===== src/rtl/core/assert_macros.svh =====
// ---------------------------------------------------------------------------
// Assertion macros
// Clocked concurrent assertion helpers shared by the RTL.
// ---------------------------------------------------------------------------
`ifndef ASSERT_MACROS_SVH
`define ASSERT_MACROS_SVH

// Checked on every rising edge outside reset
`define ASSERT_CLK(label, clk, rst, prop, msg) \
   label: assert property (@(posedge clk) disable iff (rst) prop) else $error(msg);

// Checked on every rising edge, reset included
`define ASSERT_CLK_ALWAYS(label, clk, prop, msg) \
   label: assert property (@(posedge clk) prop) else $error(msg);

`endif


===== src/rtl/core/cic_pkg.sv =====
// ---------------------------------------------------------------------------
// cic_pkg
// Types, port addresses and helpers for the cascaded interrupt controller.
// ---------------------------------------------------------------------------
package cic_pkg;

   typedef enum logic [1:0] {
      CMD_IO_WRITE = 2'd0,
      CMD_IO_READ  = 2'd1,
      CMD_RAISE    = 2'd2,
      CMD_ACK      = 2'd3
   } cmd_type;

   typedef enum logic [1:0] {
      INIT_IDLE = 2'd0,
      INIT_ICW2 = 2'd1,
      INIT_ICW3 = 2'd2,
      INIT_ICW4 = 2'd3
   } init_step_type;

   localparam logic [15:0] PORT_MASTER_CMD  = 16'h0020;
   localparam logic [15:0] PORT_MASTER_DATA = 16'h0021;
   localparam logic [15:0] PORT_SLAVE_CMD   = 16'h00A0;
   localparam logic [15:0] PORT_SLAVE_DATA  = 16'h00A1;

   localparam logic [7:0] MASK_RESET   = 8'hFF;
   localparam int unsigned ICW1_BIT    = 4;
   localparam int unsigned OCW3_BIT    = 3;
   localparam int unsigned OCW2_EOI_BIT = 5;
   localparam int unsigned OCW2_SL_BIT = 6;
   localparam int unsigned OCW3_RR_BIT = 1;
   localparam int unsigned OCW3_RIS_BIT = 0;
   localparam int unsigned ICW1_IC4_BIT = 0;
   localparam int unsigned ICW1_SNGL_BIT = 1;

   localparam logic [2:0] CASCADE_LINE = 3'd2;
   localparam logic [3:0] NO_LINE      = 4'd8;

   // Lowest set bit, NO_LINE when empty
   function automatic logic [3:0] lowest_bit(input logic [7:0] v);
      logic [3:0] r;
      r = NO_LINE;
      for (int i = 7; i >= 0; i--) begin
         if (v[i]) begin
            r = 4'(i);
         end
      end
      return r;
   endfunction

endpackage


===== src/rtl/core/cascaded_interrupt_controller_top.sv =====
// ---------------------------------------------------------------------------
// cascaded_interrupt_controller_top
// Master/slave pair of 8259-style interrupt controllers behind one command
// stream: I/O writes and reads, request raising and interrupt acknowledge.
// ---------------------------------------------------------------------------
// The request register holds an accepted request; its result is then registered
// in the response register, which drives the response outputs.
// Throughput: one transfer per cycle while rsp_ready allows; the request register
// and the response register each hold one item, so stalls on rsp_ready back up one stage.
// Reset (synchronous): masks 0xFF, all other chip state zero, pipeline empty.
`include "assert_macros.svh"

module cascaded_interrupt_controller_top (
   input  logic        clock,
   input  logic        reset,
   input  logic        req_valid,
   output logic        req_ready,
   input  logic [1:0]  req_command,
   input  logic [15:0] req_port,
   input  logic [7:0]  req_data_value,
   input  logic [3:0]  req_irq_line,
   output logic        rsp_valid,
   input  logic        rsp_ready,
   output logic        rsp_status,
   output logic [7:0]  rsp_read_data,
   output logic        rsp_ack_valid,
   output logic [7:0]  rsp_vector
);

   // request stage
   logic              in_valid_ff;
   cic_pkg::cmd_type  cmd_ff;
   logic [15:0]       port_ff;
   logic [7:0]        data_ff;
   logic [3:0]        line_ff;

   // response stage
   logic              out_valid_ff;
   logic              status_ff, status_in;
   logic [7:0]        read_data_ff, read_data_in;
   logic              ack_valid_ff, ack_valid_in;
   logic [7:0]        vector_ff, vector_in;

   // chip state, index 0 master, 1 slave
   logic [7:0]                  mask_ff [2];
   logic [7:0]                  mask_in [2];
   logic [7:0]                  irr_ff [2];
   logic [7:0]                  irr_in [2];
   logic [7:0]                  isr_ff [2];
   logic [7:0]                  isr_in [2];
   logic [7:0]                  base_ff [2];
   logic [7:0]                  base_in [2];
   cic_pkg::init_step_type      step_ff [2];
   cic_pkg::init_step_type      step_in [2];
   logic [1:0]                  icw4_ff, icw4_in;
   logic [1:0]                  casc_ff, casc_in;
   logic [1:0]                  ris_ff, ris_in;

   logic advance;
   logic port_hit;
   logic chip;
   logic is_cmd_port;

   // acknowledge
   logic [7:0] mp, sp, eff;
   logic [3:0] win, isr0_low, isr1_low, sj;
   logic       deliver, cascade;

   assign advance   = in_valid_ff && (!out_valid_ff || rsp_ready);
   assign req_ready = !in_valid_ff || advance;

   assign rsp_valid     = out_valid_ff;
   assign rsp_status    = status_ff;
   assign rsp_read_data = read_data_ff;
   assign rsp_ack_valid = ack_valid_ff;
   assign rsp_vector    = vector_ff;

   always_comb begin
      port_hit    = 1'b1;
      chip        = 1'b0;
      is_cmd_port = 1'b0;
      case (port_ff)
         cic_pkg::PORT_MASTER_CMD: begin
            is_cmd_port = 1'b1;
         end
         cic_pkg::PORT_MASTER_DATA: begin
            is_cmd_port = 1'b0;
         end
         cic_pkg::PORT_SLAVE_CMD: begin
            chip        = 1'b1;
            is_cmd_port = 1'b1;
         end
         cic_pkg::PORT_SLAVE_DATA: begin
            chip = 1'b1;
         end
         default: begin
            port_hit = 1'b0;
         end
      endcase
   end

   always_comb begin
      mp       = irr_ff[0] & ~mask_ff[0];
      sp       = irr_ff[1] & ~mask_ff[1];
      eff      = mp;
      if ((sp != 8'd0) && !mask_ff[0][cic_pkg::CASCADE_LINE]) begin
         eff[cic_pkg::CASCADE_LINE] = 1'b1;
      end
      win      = cic_pkg::lowest_bit(eff);
      isr0_low = cic_pkg::lowest_bit(isr_ff[0]);
      isr1_low = cic_pkg::lowest_bit(isr_ff[1]);
      sj       = cic_pkg::lowest_bit(sp);
      deliver  = (win != cic_pkg::NO_LINE) && (win < isr0_low);
      cascade  = (win == {1'b0, cic_pkg::CASCADE_LINE}) && (sp != 8'd0) && (sj < isr1_low);
   end

   always_comb begin
      mask_in      = mask_ff;
      irr_in       = irr_ff;
      isr_in       = isr_ff;
      base_in      = base_ff;
      step_in      = step_ff;
      icw4_in      = icw4_ff;
      casc_in      = casc_ff;
      ris_in       = ris_ff;
      status_in    = 1'b0;
      read_data_in = 8'd0;
      ack_valid_in = 1'b0;
      vector_in    = 8'd0;
      case (cmd_ff)
         cic_pkg::CMD_IO_WRITE: begin
            if (!port_hit) begin
               status_in = 1'b1;
            end else if (is_cmd_port) begin
               if (data_ff[cic_pkg::ICW1_BIT]) begin
                  icw4_in[chip] = data_ff[cic_pkg::ICW1_IC4_BIT];
                  casc_in[chip] = !data_ff[cic_pkg::ICW1_SNGL_BIT];
                  step_in[chip] = cic_pkg::INIT_ICW2;
                  mask_in[chip] = 8'd0;
                  irr_in[chip]  = 8'd0;
                  isr_in[chip]  = 8'd0;
               end else if (data_ff[cic_pkg::OCW3_BIT]) begin
                  if (data_ff[cic_pkg::OCW3_RR_BIT]) begin
                     ris_in[chip] = data_ff[cic_pkg::OCW3_RIS_BIT];
                  end
               end else if (data_ff[cic_pkg::OCW2_EOI_BIT]) begin
                  if (data_ff[cic_pkg::OCW2_SL_BIT]) begin
                     isr_in[chip][data_ff[2:0]] = 1'b0;
                  end else begin
                     // clear lowest set bit
                     isr_in[chip] = isr_ff[chip] & (isr_ff[chip] - 8'd1);
                  end
               end
            end else begin
               case (step_ff[chip])
                  cic_pkg::INIT_ICW2: begin
                     base_in[chip] = data_ff;
                     step_in[chip] = casc_ff[chip] ? cic_pkg::INIT_ICW3 :
                                     icw4_ff[chip] ? cic_pkg::INIT_ICW4 :
                                                     cic_pkg::INIT_IDLE;
                  end
                  cic_pkg::INIT_ICW3: begin
                     step_in[chip] = icw4_ff[chip] ? cic_pkg::INIT_ICW4 :
                                                     cic_pkg::INIT_IDLE;
                  end
                  cic_pkg::INIT_ICW4: begin
                     step_in[chip] = cic_pkg::INIT_IDLE;
                  end
                  default: begin
                     mask_in[chip] = data_ff;
                  end
               endcase
            end
         end
         cic_pkg::CMD_IO_READ: begin
            if (!port_hit) begin
               status_in = 1'b1;
            end else if (is_cmd_port) begin
               read_data_in = ris_ff[chip] ? isr_ff[chip] : irr_ff[chip];
            end else begin
               read_data_in = mask_ff[chip];
            end
         end
         cic_pkg::CMD_RAISE: begin
            irr_in[line_ff[3]][line_ff[2:0]] = 1'b1;
         end
         default: begin
            if (deliver) begin
               ack_valid_in = 1'b1;
               if (cascade) begin
                  irr_in[1][sj[2:0]]                = 1'b0;
                  isr_in[1][sj[2:0]]                = 1'b1;
                  isr_in[0][cic_pkg::CASCADE_LINE]  = 1'b1;
                  vector_in = base_ff[1] + {5'd0, sj[2:0]};
               end else begin
                  irr_in[0][win[2:0]] = 1'b0;
                  isr_in[0][win[2:0]] = 1'b1;
                  vector_in = base_ff[0] + {5'd0, win[2:0]};
               end
            end
         end
      endcase
   end

   // payload registers
   always_ff @(posedge clock) begin
      if (req_valid && req_ready) begin
         cmd_ff  <= cic_pkg::cmd_type'(req_command);
         port_ff <= req_port;
         data_ff <= req_data_value;
         line_ff <= req_irq_line;
      end
      if (advance) begin
         status_ff    <= status_in;
         read_data_ff <= read_data_in;
         ack_valid_ff <= ack_valid_in;
         vector_ff    <= vector_in;
      end
   end

   // control and chip state
   always_ff @(posedge clock) begin
      if (reset) begin
         in_valid_ff  <= 1'b0;
         out_valid_ff <= 1'b0;
         for (int c = 0; c < 2; c++) begin
            mask_ff[c] <= cic_pkg::MASK_RESET;
            irr_ff[c]  <= 8'd0;
            isr_ff[c]  <= 8'd0;
            base_ff[c] <= 8'd0;
            step_ff[c] <= cic_pkg::INIT_IDLE;
         end
         icw4_ff <= 2'd0;
         casc_ff <= 2'd0;
         ris_ff  <= 2'd0;
      end else begin
         if (req_ready) begin
            in_valid_ff <= req_valid;
         end
         if (advance) begin
            out_valid_ff <= 1'b1;
            mask_ff      <= mask_in;
            irr_ff       <= irr_in;
            isr_ff       <= isr_in;
            base_ff      <= base_in;
            step_ff      <= step_in;
            icw4_ff      <= icw4_in;
            casc_ff      <= casc_in;
            ris_ff       <= ris_in;
         end else if (rsp_ready) begin
            out_valid_ff <= 1'b0;
         end
      end
   end

   `ASSERT_CLK(a_status_excl, clock, reset, out_valid_ff |-> !(status_ff && ack_valid_ff), "status and ack_valid both set")
   `ASSERT_CLK(a_status_io_only, clock, reset, (advance && (cmd_ff == cic_pkg::CMD_RAISE || cmd_ff == cic_pkg::CMD_ACK)) |=> !status_ff, "error status on non-io transfer")
   `ASSERT_CLK(a_ack_sets_isr, clock, reset, (advance && ack_valid_in) |=> (isr_ff[0] != 8'd0), "delivered interrupt left master ISR empty")
   `ASSERT_CLK(a_held_item, clock, reset, (in_valid_ff && !advance) |=> in_valid_ff, "pending request dropped")
   `ASSERT_CLK_ALWAYS(a_reset_empty, clock, reset |=> (!in_valid_ff && !out_valid_ff), "pipeline not empty after reset")

endmodule


===== config.mk =====
export PLATFORM = sky130hd
export DESIGN_NAME = cascaded_interrupt_controller_top
export DESIGN_NICKNAME = d
export VERILOG_FILES = /design/src/rtl/core/cic_pkg.sv /design/src/rtl/core/cascaded_interrupt_controller_top.sv
export VERILOG_INCLUDE_DIRS = /design/src /design/src/rtl/core
export SDC_FILE = /design/constraint.sdc
export NUM_CORES = 1
export LEC_CHECK = 0
export BUFFER_PORTS_ARGS = -buffer_cell sky130_fd_sc_hd__clkbuf_2
export CORE_UTILIZATION = 25
export CTS_CLUSTER_SIZE = 10
export DETAILED_ROUTE_END_ITERATION = 8
export PLACE_DENSITY = 0.4
export SLEW_MARGIN = 20
export SYNTH_ARGS = -nofsm -noshare
export SYNTH_HDL_FRONTEND = slang
export SYNTH_SLANG_ARGS = --single-unit

===== constraint.sdc =====
create_clock -name clock -period 4.6 [get_ports clock]
set_clock_uncertainty 0.1 [all_clocks]
set_input_delay 0.69 -clock clock [delete_from_list [all_inputs] [get_ports clock]]
set_output_delay 0.69 -clock clock [all_outputs]
set_load 0.01 [all_outputs]

---- After elaboration in Yosys (flattened, before gate mapping) ----
Cells that the tools add are included.
word-level totals
  flip-flop bits (word level) ............. 124
  bits of input ports ..................... 34
  output and inout port bits .............. 20
  logic and storage cells ................. 253
operators by class
  $add $sub $neg .......................... 3
  order comparisons ....................... 16
  eq/ne operators ......................... 20
  mux-type cells .......................... 114
  bitwise gates (word level) .............. 30
  reduce and logical (&&, ||, !) cells .... 46
operator list
  kind                                                                    number
  16-bit two-way mux                                                      14
  8-bit two-way mux                                                       18
  4-bit two-way mux                                                       34
  16-bit AND                                                              4
  16-bit bitwise mux                                                      3
  16-bit one-hot mux with 3 select lines                                  1
  8-bit AND                                                               5
  16-bit by 6-bit equality test with 1-bit output, second input constant  2
  16-bit by 8-bit equality test with 1-bit output, second input constant  2
  16-bit inverter                                                         2
  8-bit inverter                                                          4
  16-bit one-hot mux with 2 select lines                                  1
  7-bit AND reduction                                                     4
  8-bit demux with 1-bit select                                           3
  1-bit two-way mux                                                       20
  5-bit AND reduction                                                     4
  8-bit by 3-bit adder with 8-bit output                                  2
  3-bit by 4-bit < comparator with 1-bit output, second input constant    4
  16-bit bitwise OR                                                       1
  8-bit bitwise OR                                                        2
  8-bit AND reduction                                                     2
  2-bit two-way mux                                                       7
  1-bit logical AND                                                       13
  1-bit demux with 3-bit select                                           4
  other kinds (39)                                                        73

---- Logic depth before layout (Yosys ltp) ----
  word-level depth ........................ 19
  mapped depth ............................ 16
  mapped depth without buffers ............ 13

---- Least setup slack after synthesis ----
Ideal clock, no wire load.
  path kind ............................... register -> register
  start point ............................. register irr_ff[0] in the netlist's numbering
  end point ............................... register irr_ff[10] in the netlist's numbering
  library setup time ...................... 140 ps
  data arrival time ....................... 3,449 ps
  required time ........................... 4,360 ps
  slack ................................... 911 ps
  cell stages (with the launch flop) ...... 14
  path buffers ............................ 1
  cells stage by stage .................... dfxtp_1 > nor2b_4 > or4_1 > buf_2 > o31ai_2 > nand4_1 > inv_1 > ha_1 > and4_1 > a31oi_1 > nand3b_2 > a211o_2 > a311oi_4 > a211oi_2
between the ends
  cells in the longest elaborated chain, start to end .. 16
RTL lines
  what                                                                                                                                                 RTL line                                                                            source
  from (decl)                                                                                                                                          cascaded_interrupt_controller_top.sv:47                                             logic [7:0] irr_ff [2];
  from (signal assigned)                                                                                                                               cascaded_interrupt_controller_top.sv:243                                            irr_ff <= irr_in;
  8-bit AND *                                                                                                                                          cascaded_interrupt_controller_top.sv:104                                            sp = irr_ff[1] & ~mask_ff[1];
  8-bit nonzero test                                                                                                                                   cascaded_interrupt_controller_top.sv:106, cascaded_interrupt_controller_top.sv:114
  1-bit logical AND                                                                                                                                    cascaded_interrupt_controller_top.sv:106                                            if ((sp != 8'd0) && !mask_ff[0][cic_pkg::CASCADE_LINE]) begin
  1-bit two-way mux                                                                                                                                    cascaded_interrupt_controller_top.sv:106
  4-bit two-way mux (3 in a row)                                                                                                                       cic_pkg.sv:44                                                                       if (v[i]) begin
  3-bit by 4-bit < comparator with 1-bit output (not written as such) or 3-bit by 1-bit greater-or-equal comparator with 1-bit output (tied branches)  cascaded_interrupt_controller_top.sv:196                                            irr_in[0][win[2:0]] = 1'b0;
  1-bit logical AND (not written as such)                                                                                                              cascaded_interrupt_controller_top.sv:196
  1-bit two-way mux (not written as such)                                                                                                              cascaded_interrupt_controller_top.sv:196
  1-bit demux with 3-bit select                                                                                                                        cascaded_interrupt_controller_top.sv:196
  8-bit inverter (no source line)                                                                                                                      --
  8-bit AND (no source line)                                                                                                                           --
  8-bit two-way mux                                                                                                                                    cascaded_interrupt_controller_top.sv:190                                            if (cascade) begin
  16-bit two-way mux                                                                                                                                   cascaded_interrupt_controller_top.sv:188                                            if (deliver) begin
  16-bit one-hot mux with 3 select lines                                                                                                               cascaded_interrupt_controller_top.sv:130                                            case (cmd_ff)
Mark *: on every way between the ends. The rest lies on a longest branch, timed or not. The select of a mux whose other input is x is not followed.
A chain may end at the register's enable or synchronous reset.

---- Final worst setup path ----
  start point ............................. register irr_ff[0] in the netlist's numbering
  end point ............................... register irr_ff[11] in the netlist's numbering
The elaborated chain is that of the path after synthesis.

==> impl_metrics.py <==
metrics = {
    "synth": {
        "synth_common_cells": "nor2_1, dfxtp_1, nand2_1",
        "ys_types": 73,
        "synthCells": 773,
        "synth_seq_cells": 124,
        "syn_avg_cell_area_sq_um": 8.95,
        "synth.top_cells.by_area": "dfxtp_1, edfxtp_1, nor2_1",
        "synth_top_cell_by_area": "dfxtp_1",
        "synth.cell_area_sq_mm": 0.00692,
        "ys.warnings.count": 0,
        "synth_top_cell_area_share": 0.220,
        "synth-async-reset-ratio": 0,
        "ys.flop_type": "dfxtp_1",
        "ys_seq_area_frac": 0.428,
        "synth_most_common_cell": "nor2_1",
        "syn_nets": 829,
        "synth_edf_count": 48,
    },
    "clock_network": {
        "clkLatencyLatePin_ns": 0.43,
        "h-tree-depth": 4,
        "path_clk_slew_ns": 0.07,
        "cts_hold_buf": 0,
        "numCtsBuffers": 17,
        "cts_root_buffer": "clkbuf_16",
        "tritoncts": "done",
        "clkSinkCount": 124,
        "post-cts-setup-buffer-count": 0,
        "cts_resized": 0,
        "ctsLongestPathBuffers": 2,
    },
    "sta": {
        "final.period_utilization": 0.905,
        "fin_crit_ns": 4.17,
        "rsz0062_at_grt": "no",
        "hold_viol_final": 0,
        "setup_violations": 0,
        "finalMaxSlewViolations": 0,
        "setup_tns_ns": 0,
        "fmax_mhz": 240,
        "tightest_slew_ns": 1.05,
        "slew_headroom": 0.299,
        "whs_ns": 0.325,
    },
    "floorplanning": {
        "die_w_um": 168,
        "ios": 54,
        "initial_core_util": 0.256,
        "fp-row-count": 60,
        "core_area_sq_mm": 0.0270,
        "dieArea_sq_mm": 0.0283,
        "dieHeight_um": 168,
    },
    "pwr": {
        "power_mw": 2.81,
        "swShare": 0.244,
        "p_comb_frac": 0.044,
        "power_density_mw_per_mm2": 340,
        "pwr-share-clk": 0.530,
        "p_sw_mw": 0.686,
        "p_int_mw": 2.12,
        "p_leak_nw": 3.05,
        "power_frac_seq": 0.426,
        "irDropWorstVdd_uv": 188,
    },
    "worst_setup_path": {
        "cp_top_family": "compound AO/OA/AOI/OAI gates",
        "critPathMaxFanout": 7,
        "cp.arrival_ns": 4.34,
        "crit_chain": "nor2b_4 -> or4_1 -> o31a_1 -> o21a_2 -> ha_1 -> a21oi_1 -> o21ai_0 -> a31oi_1 -> nand3b_2 -> a211o_2 -> a311oi_4 -> a211oi_2",
        "critPathMaxStageDelay_ns": 0.72,
        "critPathKind": "reg2reg",
        "worst-path-buf-inv": 0,
        "start_kind": "flip-flop",
        "reg2reg_slack_ns": 0.43,
        "cpMaxStageDelayCell": "or4_1",
        "cp-end-kind": "flip-flop",
        "cp.required_ns": 4.77,
    },
    "job": {
        "cap_violations": 0,
    },
    "finish": {
        "syn_to_final_growth_pct": 19.4,
        "finish.utilization": 0.306,
        "diodes": 0,
        "fin_nets": 883,
        "drive_gt1_frac": 0.157,
    },
    "global_route": {
        "grt_usage": 0.181,
        "antenna_found_initial": 0,
        "grt_pass1_wl_um": 38000,
        "grt_max_degree": 64,
        "grt-ovfl-total": 0,
        "grt_pass1_vias": 6036,
    },
    "place": {
        "io_buffers": 53,
        "hpwl_um": 17800,
        "place.gp.congestion": 0.852,
    },
    "drt": {
        "antenna_left": 0,
        "post_drt_via_cell_ratio": 5.19,
        "routed_wl_um": 24900,
        "dr.pass1.iters": 5,
        "vias": 6126,
        "wl_per_cell_um": 21.1,
        "drt_iter0_markers": 494,
        "drc": 0,
    },
    "min_path": {
        "hp-class": "in2reg",
    },
    "run_status": {
        "outcome": "completed",
    },
}
==> flip-flops by register name, summed over array words and instances, names as in the netlist, 8 cells and up <==
| name | count |
|---|---|
| base_ff | 16 |
| irr_ff | 16 |
| isr_ff | 16 |
| mask_ff | 16 |
| port_ff | 16 |
| data_ff | 8 |
| rsp_read_data | 8 |
| rsp_vector | 8 |
==> path summary, 6_finish.rpt <==
kind / depth (start not counted) / to / from
setup / recovery: 12 / irr_ff[11] / irr_ff[0]
hold / removal: 1 / port_ff[11] / req_port[11]
setup reg to reg: 12 / irr_ff[11] / irr_ff[0]
hold reg to reg: 2 / irr_ff[12] / irr_ff[12]
==> layout by cell type (no fill, tap or decap), types with 5 or more instances in the layout <==
master,Yosys,routed
nor3_1,23,23
a21oi_1,47,47
or2_2,5,5
ha_1,20,20
clkbuf_2,0,53
edfxtp_1,48,48
a31oi_1,18,18
mux2i_1,30,30
nor4_1,5,5
o21ai_1,7,7
nand2_1,59,59
and2_1,5,5
a22oi_1,5,5
o41ai_1,5,5
clkinv_4,0,5
inv_1,29,29
nor2b_1,22,22
clkbuf_16,0,17
nand2b_1,24,24
a221o_1,16,16
xnor2_1,8,8
nand4_1,9,9
o21ai_0,32,32
nor2_1,109,108
nand3_1,10,10
a211oi_1,20,20
dfxtp_1,76,76
buf_4,1,25
a222oi_1,8,8
==> cells by family after synthesis <==
group / synth area share
compound gates: 0.226
xor+xnor: 0.0152
fa+ha+maj: 0.0420
buf+inv: 0.0411
flops: 0.428
mux: 0.0434
simple gates: 0.204
==> power groups by stage <==
stage                     registers (mW)  clock network (mW)  logic [mW]
after floorplan                     1.21                   0      0.0683
after global placement              1.22                   0       0.126
after detailed placement            1.22                   0       0.124
after CTS                           1.20                1.52       0.125
after global routing                1.20                1.57       0.136
final                               1.20                1.49       0.123
==> per-layer routing <==
metal  global-route usage  up-vias  routed length, um
li1                     -     2983                  -
met1                0.252     2957              12300
met2                0.284      158              11300
met3               0.0334       28                928
met4               0.0530        0                431
met5                    0        -                  0
==> worst register-to-register path, cell delays in order, from the launching register on <==
cell and delay (ns):
dfxtp_1 0.34, nor2b_4 0.15, or4_1 0.72, o31a_1 0.39, o21a_2 0.25, ha_1 0.35, a21oi_1 0.15, o21ai_0 0.10
a31oi_1 0.23, nand3b_2 0.20, a211o_2 0.42, a311oi_4 0.49, a211oi_2 0.13
==> area by class of cell <==
class,count,area (sq um)
sequential,124,2960
clock inverter,15,211
multi-input combinational,577,3670
fill,2877,18800
timing repair buffer,78,453
clock buffer,17,425
inverter,29,109
tap,341,427
==> through the flow <==
step	area [sq um]	cells	setup slack (ns)
detailed placement	7620	1149	0.498
global route	8260	1181	0.249
CTS	8260	1181	0.494
floorplan	6920	773	0.911
global placement	7620	1149	0.526
finish	8260	1181	0.435
(Power assumes the default switching activity.)
